<file path="src/sv/wae_pkg.sv">
// Package for the window alarm evaluator: table sizes, field widths,
// function codes and the condition slot type. No dependencies.
`timescale 1ns / 1ps

package wae_pkg;

    // Table sizes
    localparam int NUM_ALARMS       = 4;
    localparam int SLOTS_PER_ALARM  = 4;
    localparam int NUM_SENSOR_KINDS = 16;
    localparam int TOTAL_SLOTS      = NUM_ALARMS * SLOTS_PER_ALARM;

    // Index widths, never below one bit
    localparam int ALARM_W = (NUM_ALARMS > 1) ? $clog2(NUM_ALARMS) : 1;
    localparam int POS_W   = (SLOTS_PER_ALARM > 1) ? $clog2(SLOTS_PER_ALARM) : 1;
    localparam int SLOT_W  = (TOTAL_SLOTS > 1) ? $clog2(TOTAL_SLOTS) : 1;
    localparam int KIND_W  = (NUM_SENSOR_KINDS > 1) ? $clog2(NUM_SENSOR_KINDS) : 1;

    // Fixed field widths
    localparam int FUNC_W   = 3;
    localparam int AIDX_W   = 2;
    localparam int SKIND_W  = 4;
    localparam int MODE_W   = 2;
    localparam int VALUE_W  = 32;
    localparam int COUNT_W  = 8;
    localparam int MASK_W   = 4;
    localparam int IN_DW    = 104;
    localparam int OUT_DW   = 8;

    // Function codes
    localparam logic [FUNC_W-1:0] FUNC_VALUE   = 3'd0;
    localparam logic [FUNC_W-1:0] FUNC_READY   = 3'd1;
    localparam logic [FUNC_W-1:0] FUNC_TICK    = 3'd2;
    localparam logic [FUNC_W-1:0] FUNC_SET     = 3'd3;
    localparam logic [FUNC_W-1:0] FUNC_ENABLE  = 3'd4;
    localparam logic [FUNC_W-1:0] FUNC_DISABLE = 3'd5;
    localparam logic [FUNC_W-1:0] FUNC_DELETE  = 3'd6;

    // Window modes
    localparam logic [MODE_W-1:0] MODE_INSIDE  = 2'd1;
    localparam logic [MODE_W-1:0] MODE_OUTSIDE = 2'd2;

    // One condition slot; kind zero marks it unused
    typedef struct packed {
        logic [SKIND_W-1:0]        kind;
        logic [MODE_W-1:0]         mode;
        logic signed [VALUE_W-1:0] lower;
        logic signed [VALUE_W-1:0] upper;
    } slot_t;

endpackage

</file>
<file path="src/sv/wae_window_cmp.sv">
// Shared window compare unit: tests one reading against one slot window.
// Depends on wae_pkg for the slot type.
`timescale 1ns / 1ps

module wae_window_cmp (
    input  wae_pkg::slot_t              slot,
    input  logic signed [31:0]          reading,
    output logic                        holds
);
    import wae_pkg::*;

    logic lower_ok;
    logic upper_ok;

    // Signed, inclusive limit compares
    assign lower_ok = (slot.lower <= reading);
    assign upper_ok = (reading <= slot.upper);

    // Select by window mode; disabled and unknown modes fail
    always_comb
    begin
        case (slot.mode)
            MODE_INSIDE:  holds = lower_ok && upper_ok;
            MODE_OUTSIDE: holds = !lower_ok || !upper_ok;
            default:      holds = 1'b0;
        endcase
    end

endmodule

</file>
<file path="src/sv/window_alarm_evaluator_core.sv">
// Top level of the window alarm evaluator: sequencer, alarm and slot tables,
// stream ports. Depends on wae_pkg and wae_window_cmp.
`timescale 1ns / 1ps

// One input word yields one output word. A tick with data pending walks all
// TOTAL_SLOTS condition slots through the single window compare unit, one
// slot per cycle, then updates every alarm count together in the sound step
// and offers the result word from the finish step once the output register
// is free. A tick without data pending skips the slot walk.
// A set condition scans the alarm's slots one per cycle up to the first free
// or matching one, a delete clears them one per cycle, and every other
// function goes straight to the finish step.
// s_tready is high only between items; a result word waiting on m_tready
// does not stop the next item from being taken and worked on.
module window_alarm_evaluator_core (
    input  logic        clk,
    input  logic        rst_n,
    // fields from bit 0: alarm_index[1:0], sensor_kind[5:2],
    // sensor_value[37:6], interval_mode[39:38], lower_bound[71:40],
    // upper_bound[103:72]
    input  logic [103:0] s_tdata,
    // fields from bit 0: func[2:0]
    input  logic [2:0]  s_tuser,
    input  logic        s_tvalid,
    output logic        s_tready,
    // fields from bit 0: beep_mask[3:0], set_accepted[4],
    // data_pending_out[5], zero fill [7:6]
    output logic [7:0]  m_tdata,
    output logic        m_tvalid,
    input  logic        m_tready,
    input  logic [7:0]  cfg_data,
    input  logic        cfg_valid,
    output logic        cfg_ready
);
    import wae_pkg::*;

    localparam logic [2:0] ST_IDLE   = 3'd0;
    localparam logic [2:0] ST_EVAL   = 3'd1;
    localparam logic [2:0] ST_SOUND  = 3'd2;
    localparam logic [2:0] ST_SET    = 3'd3;
    localparam logic [2:0] ST_DELETE = 3'd4;
    localparam logic [2:0] ST_FINISH = 3'd5;

    // Input fields
    logic [AIDX_W-1:0]         in_alarm;
    logic [SKIND_W-1:0]        in_kind;
    logic [VALUE_W-1:0]        in_value;
    logic [MODE_W-1:0]         in_mode;
    logic [VALUE_W-1:0]        in_lower;
    logic [VALUE_W-1:0]        in_upper;
    logic                      in_alarm_ok;
    logic                      in_kind_ok;
    logic [ALARM_W-1:0]        in_alarm_idx;

    // Control and tables
    logic [2:0]                state_reg, state_next;
    logic [SKIND_W-1:0]        kind_reg, kind_next;
    logic [MODE_W-1:0]         mode_reg, mode_next;
    logic [VALUE_W-1:0]        lower_reg, lower_next;
    logic [VALUE_W-1:0]        upper_reg, upper_next;
    logic [VALUE_W-1:0]        readings_reg [NUM_SENSOR_KINDS];
    logic [VALUE_W-1:0]        readings_next [NUM_SENSOR_KINDS];
    slot_t                     slots_reg [TOTAL_SLOTS];
    slot_t                     slots_next [TOTAL_SLOTS];
    logic [NUM_ALARMS-1:0]     enable_reg, enable_next;
    logic [COUNT_W-1:0]        count_reg [NUM_ALARMS];
    logic [COUNT_W-1:0]        count_next [NUM_ALARMS];
    logic [NUM_ALARMS-1:0]     hold_reg, hold_next;
    logic                      pending_reg, pending_next;
    logic [COUNT_W-1:0]        beep_reg, beep_next;
    logic [SLOT_W-1:0]         slot_idx_reg, slot_idx_next;
    logic [POS_W-1:0]          pos_reg, pos_next;
    logic [ALARM_W-1:0]        alarm_cnt_reg, alarm_cnt_next;
    logic                      acc_reg, acc_next;
    logic [MASK_W-1:0]         mask_reg, mask_next;
    logic                      out_valid_reg, out_valid_next;
    logic [OUT_DW-1:0]         out_data_reg, out_data_next;

    // Shared compare unit operands
    slot_t                     cur_slot;
    logic signed [VALUE_W-1:0] cur_reading;
    logic                      cur_holds;
    logic                      last_pos;

    // Unpack the input word
    assign in_alarm     = s_tdata[1:0];
    assign in_kind      = s_tdata[5:2];
    assign in_value     = s_tdata[37:6];
    assign in_mode      = s_tdata[39:38];
    assign in_lower     = s_tdata[71:40];
    assign in_upper     = s_tdata[103:72];
    assign in_alarm_ok  = (32'(in_alarm) < NUM_ALARMS);
    assign in_kind_ok   = (32'(in_kind) < NUM_SENSOR_KINDS);
    assign in_alarm_idx = ALARM_W'(in_alarm);

    assign s_tready  = (state_reg == ST_IDLE);
    assign cfg_ready = 1'b1;
    assign m_tvalid  = out_valid_reg;
    assign m_tdata   = out_data_reg;

    // Fetch the slot under the sequencer and its sensor reading
    assign cur_slot    = slots_reg[slot_idx_reg];
    assign cur_reading = (32'(cur_slot.kind) < NUM_SENSOR_KINDS)
                         ? readings_reg[KIND_W'(cur_slot.kind)] : '0;
    assign last_pos    = (pos_reg == POS_W'(SLOTS_PER_ALARM - 1));

    wae_window_cmp u_cmp (
        .slot    (cur_slot),
        .reading (cur_reading),
        .holds   (cur_holds)
    );

    // Sequencer and table updates
    always_comb
    begin
        logic [COUNT_W-1:0]    base;
        logic [NUM_ALARMS-1:0] snd;

        state_next     = state_reg;
        kind_next      = kind_reg;
        mode_next      = mode_reg;
        lower_next     = lower_reg;
        upper_next     = upper_reg;
        readings_next  = readings_reg;
        slots_next     = slots_reg;
        enable_next    = enable_reg;
        count_next     = count_reg;
        hold_next      = hold_reg;
        pending_next   = pending_reg;
        beep_next      = beep_reg;
        slot_idx_next  = slot_idx_reg;
        pos_next       = pos_reg;
        alarm_cnt_next = alarm_cnt_reg;
        acc_next       = acc_reg;
        mask_next      = mask_reg;
        out_valid_next = out_valid_reg;
        out_data_next  = out_data_reg;
        snd            = '0;
        base           = '0;

        // Drop the output word once taken
        if (out_valid_reg && m_tready)
        begin
            out_valid_next = 1'b0;
        end

        // Take a configuration write
        if (cfg_valid)
        begin
            beep_next = cfg_data;
        end

        unique case (state_reg)
            ST_IDLE:
            begin
                if (s_tvalid)
                begin
                    kind_next     = in_kind;
                    mode_next     = in_mode;
                    lower_next    = in_lower;
                    upper_next    = in_upper;
                    acc_next      = 1'b0;
                    mask_next     = '0;
                    pos_next      = '0;
                    slot_idx_next = SLOT_W'(32'(in_alarm_idx) * SLOTS_PER_ALARM);
                    state_next    = ST_FINISH;
                    case (s_tuser)
                        FUNC_VALUE:
                        begin
                            if (in_kind_ok)
                            begin
                                readings_next[KIND_W'(in_kind)] = in_value;
                            end
                        end
                        FUNC_READY:
                        begin
                            pending_next = 1'b1;
                        end
                        FUNC_TICK:
                        begin
                            slot_idx_next  = '0;
                            alarm_cnt_next = '0;
                            hold_next      = '1;
                            state_next     = pending_reg ? ST_EVAL : ST_SOUND;
                        end
                        FUNC_SET:
                        begin
                            if (in_alarm_ok && in_kind_ok)
                            begin
                                state_next = ST_SET;
                            end
                        end
                        FUNC_ENABLE:
                        begin
                            if (in_alarm_ok)
                            begin
                                enable_next[in_alarm_idx] = 1'b1;
                            end
                        end
                        FUNC_DISABLE:
                        begin
                            if (in_alarm_ok)
                            begin
                                enable_next[in_alarm_idx] = 1'b0;
                            end
                        end
                        FUNC_DELETE:
                        begin
                            if (in_alarm_ok)
                            begin
                                enable_next[in_alarm_idx] = 1'b0;
                                count_next[in_alarm_idx]  = '0;
                                state_next                = ST_DELETE;
                            end
                        end
                        default:
                        begin
                        end
                    endcase
                end
            end

            // Test one slot per cycle, clear the hold of its alarm on a miss
            ST_EVAL:
            begin
                if (cur_slot.kind != '0 && !cur_holds)
                begin
                    hold_next[alarm_cnt_reg] = 1'b0;
                end
                if (slot_idx_reg == SLOT_W'(TOTAL_SLOTS - 1))
                begin
                    state_next = ST_SOUND;
                end
                else
                begin
                    slot_idx_next = slot_idx_reg + 1'b1;
                    if (last_pos)
                    begin
                        pos_next       = '0;
                        alarm_cnt_next = alarm_cnt_reg + 1'b1;
                    end
                    else
                    begin
                        pos_next = pos_reg + 1'b1;
                    end
                end
            end

            // Load counts when data is pending, sound and decrement every enabled alarm whose count is nonzero
            ST_SOUND:
            begin
                for (int a = 0; a < NUM_ALARMS; a++)
                begin
                    base = count_reg[a];
                    if (pending_reg && enable_reg[a])
                    begin
                        base = hold_reg[a] ? beep_reg : '0;
                    end
                    if (enable_reg[a] && base != '0)
                    begin
                        snd[a]        = 1'b1;
                        count_next[a] = base - 1'b1;
                    end
                    else
                    begin
                        count_next[a] = base;
                    end
                end
                pending_next = |snd;
                mask_next    = MASK_W'(snd);
                state_next   = ST_FINISH;
            end

            // Scan the alarm's slots for a free or matching one
            ST_SET:
            begin
                if (cur_slot.kind == '0 || cur_slot.kind == kind_reg)
                begin
                    slots_next[slot_idx_reg] = '{kind:  kind_reg, mode: mode_reg,
                                                 lower: lower_reg, upper: upper_reg};
                    acc_next   = 1'b1;
                    state_next = ST_FINISH;
                end
                else if (last_pos)
                begin
                    state_next = ST_FINISH;
                end
                else
                begin
                    slot_idx_next = slot_idx_reg + 1'b1;
                    pos_next      = pos_reg + 1'b1;
                end
            end

            // Clear the alarm's slots one per cycle
            ST_DELETE:
            begin
                slots_next[slot_idx_reg] = '0;
                if (last_pos)
                begin
                    state_next = ST_FINISH;
                end
                else
                begin
                    slot_idx_next = slot_idx_reg + 1'b1;
                    pos_next      = pos_reg + 1'b1;
                end
            end

            // Hand the result to the output register when it is free
            ST_FINISH:
            begin
                if (!out_valid_reg || m_tready)
                begin
                    out_valid_next = 1'b1;
                    out_data_next  = {2'b00, pending_reg, acc_reg, mask_reg};
                    state_next     = ST_IDLE;
                end
            end

            default:
            begin
                state_next = ST_IDLE;
            end
        endcase
    end

    // State registers
    always_ff @(posedge clk or negedge rst_n)
    begin
        if (!rst_n)
        begin
            state_reg     <= ST_IDLE;
            readings_reg  <= '{default: '0};
            slots_reg     <= '{default: '0};
            enable_reg    <= '0;
            count_reg     <= '{default: '0};
            pending_reg   <= 1'b0;
            beep_reg      <= COUNT_W'(3);
            out_valid_reg <= 1'b0;
        end
        else
        begin
            state_reg     <= state_next;
            readings_reg  <= readings_next;
            slots_reg     <= slots_next;
            enable_reg    <= enable_next;
            count_reg     <= count_next;
            pending_reg   <= pending_next;
            beep_reg      <= beep_next;
            out_valid_reg <= out_valid_next;
        end
    end

    // Item and sequencer payload registers
    always_ff @(posedge clk)
    begin
        kind_reg      <= kind_next;
        mode_reg      <= mode_next;
        lower_reg     <= lower_next;
        upper_reg     <= upper_next;
        hold_reg      <= hold_next;
        slot_idx_reg  <= slot_idx_next;
        pos_reg       <= pos_next;
        alarm_cnt_reg <= alarm_cnt_next;
        acc_reg       <= acc_next;
        mask_reg      <= mask_next;
        out_data_reg  <= out_data_next;
    end

    // A new output word only comes from the finish step
    assert property (@(posedge clk) disable iff (!rst_n)
        $rose(out_valid_reg) |-> $past(state_reg) == ST_FINISH)
        else $error("output word loaded outside finish step");

    // Any alarm that sounds leaves data pending
    assert property (@(posedge clk) disable iff (!rst_n)
        (out_valid_reg && out_data_reg[3:0] != '0) |-> out_data_reg[5])
        else $error("alarm sounded without data pending");

    // An accepted set never reports sounding alarms
    assert property (@(posedge clk) disable iff (!rst_n)
        (out_valid_reg && out_data_reg[4]) |-> out_data_reg[3:0] == '0)
        else $error("set acceptance and beep mask both set");

    // A stalled output word holds until taken
    assert property (@(posedge clk) disable iff (!rst_n)
        (out_valid_reg && !m_tready) |=> out_valid_reg && $stable(out_data_reg))
        else $error("output word changed while stalled");

endmodule
</file>
<file path="config.mk">
export PLATFORM = sky130hd
export DESIGN_NAME = window_alarm_evaluator_core
export DESIGN_NICKNAME = d
export VERILOG_FILES = /design/src/sv/wae_pkg.sv /design/src/sv/wae_window_cmp.sv /design/src/sv/window_alarm_evaluator_core.sv
export SDC_FILE = /design/constraint.sdc
export NUM_CORES = 2
export LEC_CHECK = 0
export ABC_CLOCK_PERIOD_IN_PS = 6100
export BUFFER_PORTS_ARGS = -buffer_cell sky130_fd_sc_hd__buf_2
export CORE_MARGIN = 2
export CORE_UTILIZATION = 45
export DETAILED_ROUTE_END_ITERATION = 10
export GPL_ROUTABILITY_DRIVEN = 0
export PLACE_DENSITY = 0.59
export SLEW_MARGIN = 20
export SYNTH_ARGS = -nofsm -noshare
export SYNTH_HDL_FRONTEND = slang
export SYNTH_SLANG_ARGS = --single-unit
</file>
<file path="constraint.sdc">
create_clock -name clk -period 6.1 [get_ports clk]
set_input_delay 1.525 -clock clk [delete_from_list [all_inputs] [get_ports clk]]
set_output_delay 1.525 -clock clk [all_outputs]
set_load 0.01 [all_outputs]
</file>
Yosys cells after proc, flatten, opt, wreduce, memory -nomap -nowiden
Index checks and enable logic that the tools add are counted.

Latch bits: 0. Bits in read-only memories: 0. Memories: 0. Word-level logic and storage cells: 301. Bits in writable memories: 0. Flip-flop bits (word level): 1774. Input bits: 120. Output and inout port bits: 11.

Shift-type cells: 0. Muxes and demuxes: 89. Eq/ne operators: 27. Multipliers: 0. Bitwise operators: 13. Divide/modulo/power cells: 0. Reduce and logical (&&, ||, !) cells: 52. Magnitude comparators: 13. $add $sub $neg: 7.

Operators by type and width (count): $pmux W1120 S2 (1); $and A1120 B1120 Y1120 (1); $bwmux W1120 (1); $mux W1120 (1); $not A1120 Y1120 (1); $bwmux W512 (1); $bmux W70 S4 (1); $demux W70 S4 (1); $mux W70 (3); $mux W32 (5); $mux W8 (17); $bmux W32 S4 (1); $demux W32 S4 (1); $le A32 B32 Y1 (2); $pmux W32 S2 (1); $mux W4 (9); $and A32 B32 Y32 (1); $not A32 Y32 (1); $reduce_bool A8 Y1 (4); $sub A8 B1 Y8 const B (4); $pmux W4 S2 (3); $mux W2 (10); $pmux W3 S6 (1); $reduce_and A3 Y1 (6); other kinds (43) (124).

Logic depth before layout (Yosys ltp)
Depth after elaboration: 16. Gate-level depth with buffers: 23. Mapped depth without buffers: 17.

By module
A second synthesis with hierarchy kept.

Cells, all modules: 5977. Area, all modules: 80275.7 sq um.

Modules (own cells, without submodules): window_alarm_evaluator_core (times used 1, area each 78587.9 sq um, seq. area each 44860.5 sq um, cells each 5746); wae_window_cmp (times used 1, area each 1687.9 sq um, seq. area each 0.0 sq um, cells each 231).

Worst setup path after synthesis
Ideal clock, no wire load.

Path kind: register to register. From: register slot_idx_reg[0]. To: register hold_reg[0], enable pin. Stages on the path, launching flop included: 19. Clock period less this slack: 5420 ps. Arrival time: 5047 ps. Library setup time: 373 ps. Path buffers: 6. Required time: 5727 ps. Path slack: 680 ps. Cells stage by stage: edfxtp_1 -> buf_6 -> buf_4 -> buf_2 -> buf_2 -> clkbuf_1 -> buf_1 -> mux4_2 -> mux4_2 -> inv_1 -> ha_1 -> a21o_1 -> a21oi_1 -> nor2_1 -> or3_1 -> nor4_1 -> mux2i_1 -> a21oi_1 -> o31ai_1.

Longest elaborated chain between the ends: 16. Elaborated cells on any way between the ends: 22. Classes of those cells: order compare (2); eq/ne (3); mux (7); bitwise (2); reduce/logical (8).

Ends and longest elaborated chain: start, declared (RTL line window_alarm_evaluator_core.sv:71) `logic [SLOT_W-1:0] slot_idx_reg, slot_idx_next;`; start signal, assigned (RTL line window_alarm_evaluator_core.sv:363) `slot_idx_reg <= slot_idx_next;`; $not A4 Y5 (not written as such) (*) (RTL line window_alarm_evaluator_core.sv:102) `assign cur_slot = slots_reg[slot_idx_reg];`; $bmux W70 S4 (*) (RTL line window_alarm_evaluator_core.sv:102); $mux W70 (not written as such) (*) (2 in series) (RTL line window_alarm_evaluator_core.sv:102); $not A4 Y5 (not written as such) (RTL line window_alarm_evaluator_core.sv:104) `? readings_reg[KIND_W'(cur_slot.kind)] : '0;`; $bmux W32 S4 (RTL line window_alarm_evaluator_core.sv:104); $mux W32 (not written as such) (2 in series) (RTL line window_alarm_evaluator_core.sv:104); $le A32 B32 Y1 (on tied branches) (RTL line wae_window_cmp.sv:16, wae_window_cmp.sv:17); $logic_not A1 Y1 (RTL line wae_window_cmp.sv:24) `MODE_OUTSIDE: holds = !lower_ok || !upper_ok;`; $logic_or A1 B1 Y1 (RTL line wae_window_cmp.sv:24); $pmux W1 S2 (RTL line wae_window_cmp.sv:22) `case (slot.mode)`; $logic_not A1 Y1 (RTL line window_alarm_evaluator_core.sv:226) `if (cur_slot.kind != '0 && !cur_holds)`; $logic_and A1 B1 Y1 (*) (RTL line window_alarm_evaluator_core.sv:226); $ne A2 B2 Y1 (no line) (*); $reduce_and A4 Y1 (no line) (*); end signal, assigned (RTL line window_alarm_evaluator_core.sv:362) `hold_reg <= hold_next;`; end, declared (RTL line window_alarm_evaluator_core.sv:68) `logic [NUM_ALARMS-1:0] hold_reg, hold_next;`.

Mark *: on every way between the ends. The rest lies on a longest branch, timed or not. The select of a mux whose other input is x is not followed. A chain may end at the register's enable or synchronous reset.

Worst setup path after layout
From: register slot_idx_reg[0]. To: register slots_reg[91] in the netlist's numbering.

Longest elaborated chain between the ends: 8. Elaborated cells on any way between the ends: 19. Classes of those cells: order compare (2); eq/ne (2); mux (8); bitwise (3); reduce/logical (4).

Ends and longest elaborated chain: $not A4 Y5 (not written as such) (*) (RTL line window_alarm_evaluator_core.sv:102, window_alarm_evaluator_core.sv:279, window_alarm_evaluator_core.sv:298); $ge A5 B5 Y1 (not written as such), or another cell as far along (RTL line window_alarm_evaluator_core.sv:279, window_alarm_evaluator_core.sv:298); $logic_and A1 B1 Y1 (not written as such) or $mux W70 (tied branches) (RTL line window_alarm_evaluator_core.sv:279, window_alarm_evaluator_core.sv:298, window_alarm_evaluator_core.sv:102); $mux W70 (on tied branches) (RTL line window_alarm_evaluator_core.sv:279, window_alarm_evaluator_core.sv:298, window_alarm_evaluator_core.sv:102); $demux W70 S4, or another cell as far along (RTL line window_alarm_evaluator_core.sv:279, window_alarm_evaluator_core.sv:298); $bwmux W1120, or another cell as far along (RTL line window_alarm_evaluator_core.sv:279) `slots_next[slot_idx_reg] = '{kind: kind_reg, mode: mode_reg,`; $mux W1120, or another cell as far along (RTL line window_alarm_evaluator_core.sv:277) `if (cur_slot.kind == '0 || cur_slot.kind == kind_reg)`; $pmux W1120 S2 or $reduce_and A2 Y1 (tied branches); end signal, assigned (RTL line window_alarm_evaluator_core.sv:346) `slots_reg <= slots_next;`; end, declared (RTL line window_alarm_evaluator_core.sv:63) `slot_t slots_reg [TOTAL_SLOTS];`.

Marks and branches as above.

==> impl_metrics.json <==
{
  "crit_chain": "buf_4 -> mux4_2 -> mux2i_1 -> mux2_2 -> buf_4 -> xor2_1 -> nand4_1 -> buf_4 -> nand2_1 -> nand2_4 -> buf_4 -> o21ai_0",
  "firstDrtPassIters": 7,
  "ys_warn_count": 0,
  "grt_setup_unrepaired": "false",
  "clock_latency_ns": 0.86,
  "seqPwrFrac": 0.389,
  "worst_slack_ns": 0.2881,
  "tightestPinTransition_ns": 1.188,
  "cp-start-kind": "register",
  "period_share": 0.9528,
  "p_comb_frac": 0.284,
  "busiest_layer": "met2",
  "synth_commonest_cells": "dfrtp_1 (1679), nand2_1 (939), mux2_2 (554)",
  "wl_per_cell_um": 29.36,
  "finalHoldViolCount": 0,
  "worstHoldPathType": "reg -> reg",
  "layout_min_cycle_time_ns": 5.812,
  "place_ws_ns": 0.3219,
  "start_util": 0.4523,
  "grt_pass1_vias": 58316,
  "use_met3": 0.06614,
  "status": "completed",
  "grt_util_met2": 0.4475,
  "cts_buffers": 191,
  "crit_type": "reg -> reg",
  "synthCells": 6684,
  "p_int_mw": 23.74,
  "synthFlopType": "dfrtp_1",
  "p_leak_nw": 42.14,
  "synth_most_common_cell": "dfrtp_1",
  "via_per_inst": 6.415,
  "cp_slowest_cell": "nand2_4",
  "wl_um": 267100,
  "syn_to_final_growth_pct": 12.10,
  "drc": 0,
  "ys_ff_latch": 1774,
  "grt_antenna_before_repair": 18,
  "fp-row-count": 156,
  "synthTopCellsByArea": "dfrtp_1 (51%), mux4_2 (9.5%), mux2_2 (7.6%)",
  "fp.coreArea_sq_um": 180500,
  "slew_headroom": 0.2082,
  "placed_area_sq_um": 85000,
  "power.density_nw_per_um2": 397.9,
  "met1_usage": 0.4014,
  "ant_nets": 0,
  "power_mw": 36.43,
  "p_clk_frac": 0.327,
  "cp_num_buf_inv": 4,
  "seq_area_frac_synth": 0.5494,
  "critPathMaxFanout": 51,
  "largest_reg_flops": 1120,
  "die_w_um": 430.0,
  "finalInstanceArea_sq_um": 91540,
  "postCtsResizedCells": 0,
  "die_h_um": 430.0,
  "cp.arrival_ns": 6.55,
  "fmax_mhz": 172.1,
  "grt_pass1_wl_um": 397800,
  "synth_top_area_frac": 0.5145,
  "cts.htree.levels": 4,
  "yosys.cell_types.count": 76,
  "io_pins": 131,
  "dieArea_sq_um": 184900,
  "syn_avg_cell_area_sq_um": 12.22,
  "crit_top_cell": "buf_4",
  "drive_gt1_frac": 0.2358,
  "path_clk_slew_ns": 0.06,
  "fin_worst_skew_ns": 0.03797,
  "setup_viol": 0,
  "cts.sinks": 1774,
  "root_buffer": "clkbuf_16",
  "async_reset_ff_frac": 0.9476,
  "synth_top_area_cell": "dfrtp_1",
  "final_net_count": 6760,
  "overflow": 0,
  "end_kind": "register",
  "power.share.switching": 0.3483,
  "power.switching_mw": 12.69,
  "dpl.hpwl_um": 150000,
  "drv_slew": 0,
  "max-clock-path-buffers": 3,
  "setup-tns-final_ns": 0,
  "ir_worst_vdd_mv": 0.2553,
  "cts_tree": "built",
  "netlist_area_sq_um": 81660,
  "max_stage_delay_ns": 0.70,
  "drt_iter0_drc": 6705,
  "maxCapViolations": 0,
  "port_buffers": 127,
  "critPathTopFamily": "simple AND/OR/NAND/NOR gates",
  "dr_total_vias": 58340,
  "grt_max_degree": 174,
  "required_ns": 6.83,
  "grt_util_all_layers": 0.2879,
  "synth_edf_count": 93
}
-- per-stage QoR --
stage | hold WS, ns | instances | util
global route | 0.4416 | 9089 | 0.5069
global placement | 0.4095 | 8731 | 0.4705
CTS | 0.4284 | 9085 | 0.5067
finish | 0.4295 | 9095 | 0.5070
floorplan | 0.4003 | 6685 | -
detailed placement | 0.4147 | 8733 | 0.4708
-- power groups by stage --
| stage | logic (mW) | registers [mW] | clock network, mW |
|---|---|---|---|
| floorplan | 7.06 | 13.8 | 0 |
| global placement | 10.1 | 14.3 | 0 |
| finish | 10.4 | 14.2 | 11.9 |
| CTS | 10.3 | 14.1 | 12.1 |
| global route | 11.1 | 14.3 | 12.6 |
| detailed placement | 10.3 | 14.3 | 0 |
-- worst paths after layout --
kind | end | slack (ns) | depth (start not counted) | start
setup / recovery | slots_reg[91] | 0.29 | 12 | slot_idx_reg[0]
hold / removal | m_tdata[2] | 0.43 | 0 | mask_reg[2]
setup reg to reg | slots_reg[91] | 0.29 | 12 | slot_idx_reg[0]
hold reg to reg | m_tdata[2] | 0.43 | 0 | mask_reg[2]
max in group asynchronous | slots_reg[258] | 3.68 | 2 | rst_n
min in group asynchronous | readings_reg[303] | 0.76 | 1 | rst_n
-- worst reg2reg max path: cells and delay by family, from the launching register on --
kind / cells / cell delay (ns)
multiplexers: 3 / 1.36
XOR/XNOR: 1 / 0.28
AO/OA/AOI/OAI: 1 / 0.21
buffers and inverters: 4 / 1.57
flip-flops: 1 / 0.56
AND/OR/NAND/NOR: 3 / 1.73
-- kinds of logic after synthesis --
group | after synthesis | share of synthesized area
buffers and inverters | 698 | 0.03657
other | 2 | 0.00009197
xor gates and xnor gates | 33 | 0.003539
DFF | 1774 | 0.5494
and+or+nand+nor | 1719 | 0.09284
muxes | 1032 | 0.1880
adders and majority gates | 81 | 0.01241
AOI/OAI and AO/OA | 1345 | 0.1172
-- layout by cell type, fill, tap and decap left out, types with 11 or more instances in the layout --
cell type	Yosys	routed
a211oi_1	11	11
a21oi_1	100	100
a22o_1	488	488
a31oi_1	19	17
a32o_1	34	34
a41o_1	16	16
a41oi_1	16	16
and3_1	43	41
and4_1	11	11
buf_12	0	52
buf_2	141	126
buf_4	22	137
clkbuf_1	375	50
clkbuf_16	0	197
clkbuf_8	0	44
clkinv_2	0	32
dfrtp_1	1679	1679
edfxtp_1	93	93
ha_1	81	81
inv_1	62	61
mux2_1	21	21
mux2_2	554	554
mux2i_1	113	112
mux4_2	344	344
nand2_1	939	926
nand2b_1	14	13
nand3_1	545	540
nand4_1	25	25
nor2_1	64	54
nor2_4	1	12
nor2b_1	16	16
nor3_1	23	22
o211ai_1	86	86
o21ai_0	466	466
o2bb2ai_1	46	46
xnor2_1	23	23
-- what timing repair did --
item                                    CTS  global route
hold buffers                              0             0
endpoints found under the setup margin    0             4
buffers inserted                          0             3
-- metal layers --
layer	up-vias	part of all wire
met5	-	0.00064
met4	22	0.032
met3	553	0.089
met2	2658	0.46
met1	30771	0.42
li1	24336	-
-- layout make-up --
type / instances / area [sq um]
clock buffers: 291 / 5723
flip-flops and latches: 1774 / 44860
multi-input cells: 4213 / 34220
inverters: 62 / 235.2
repair buffers: 317 / 2755
clock inverters: 61 / 765.7
well taps: 2370 / 2965
diodes: 7 / 17.52
fillers: 15629 / 89010
(Power assumes the default switching activity.)
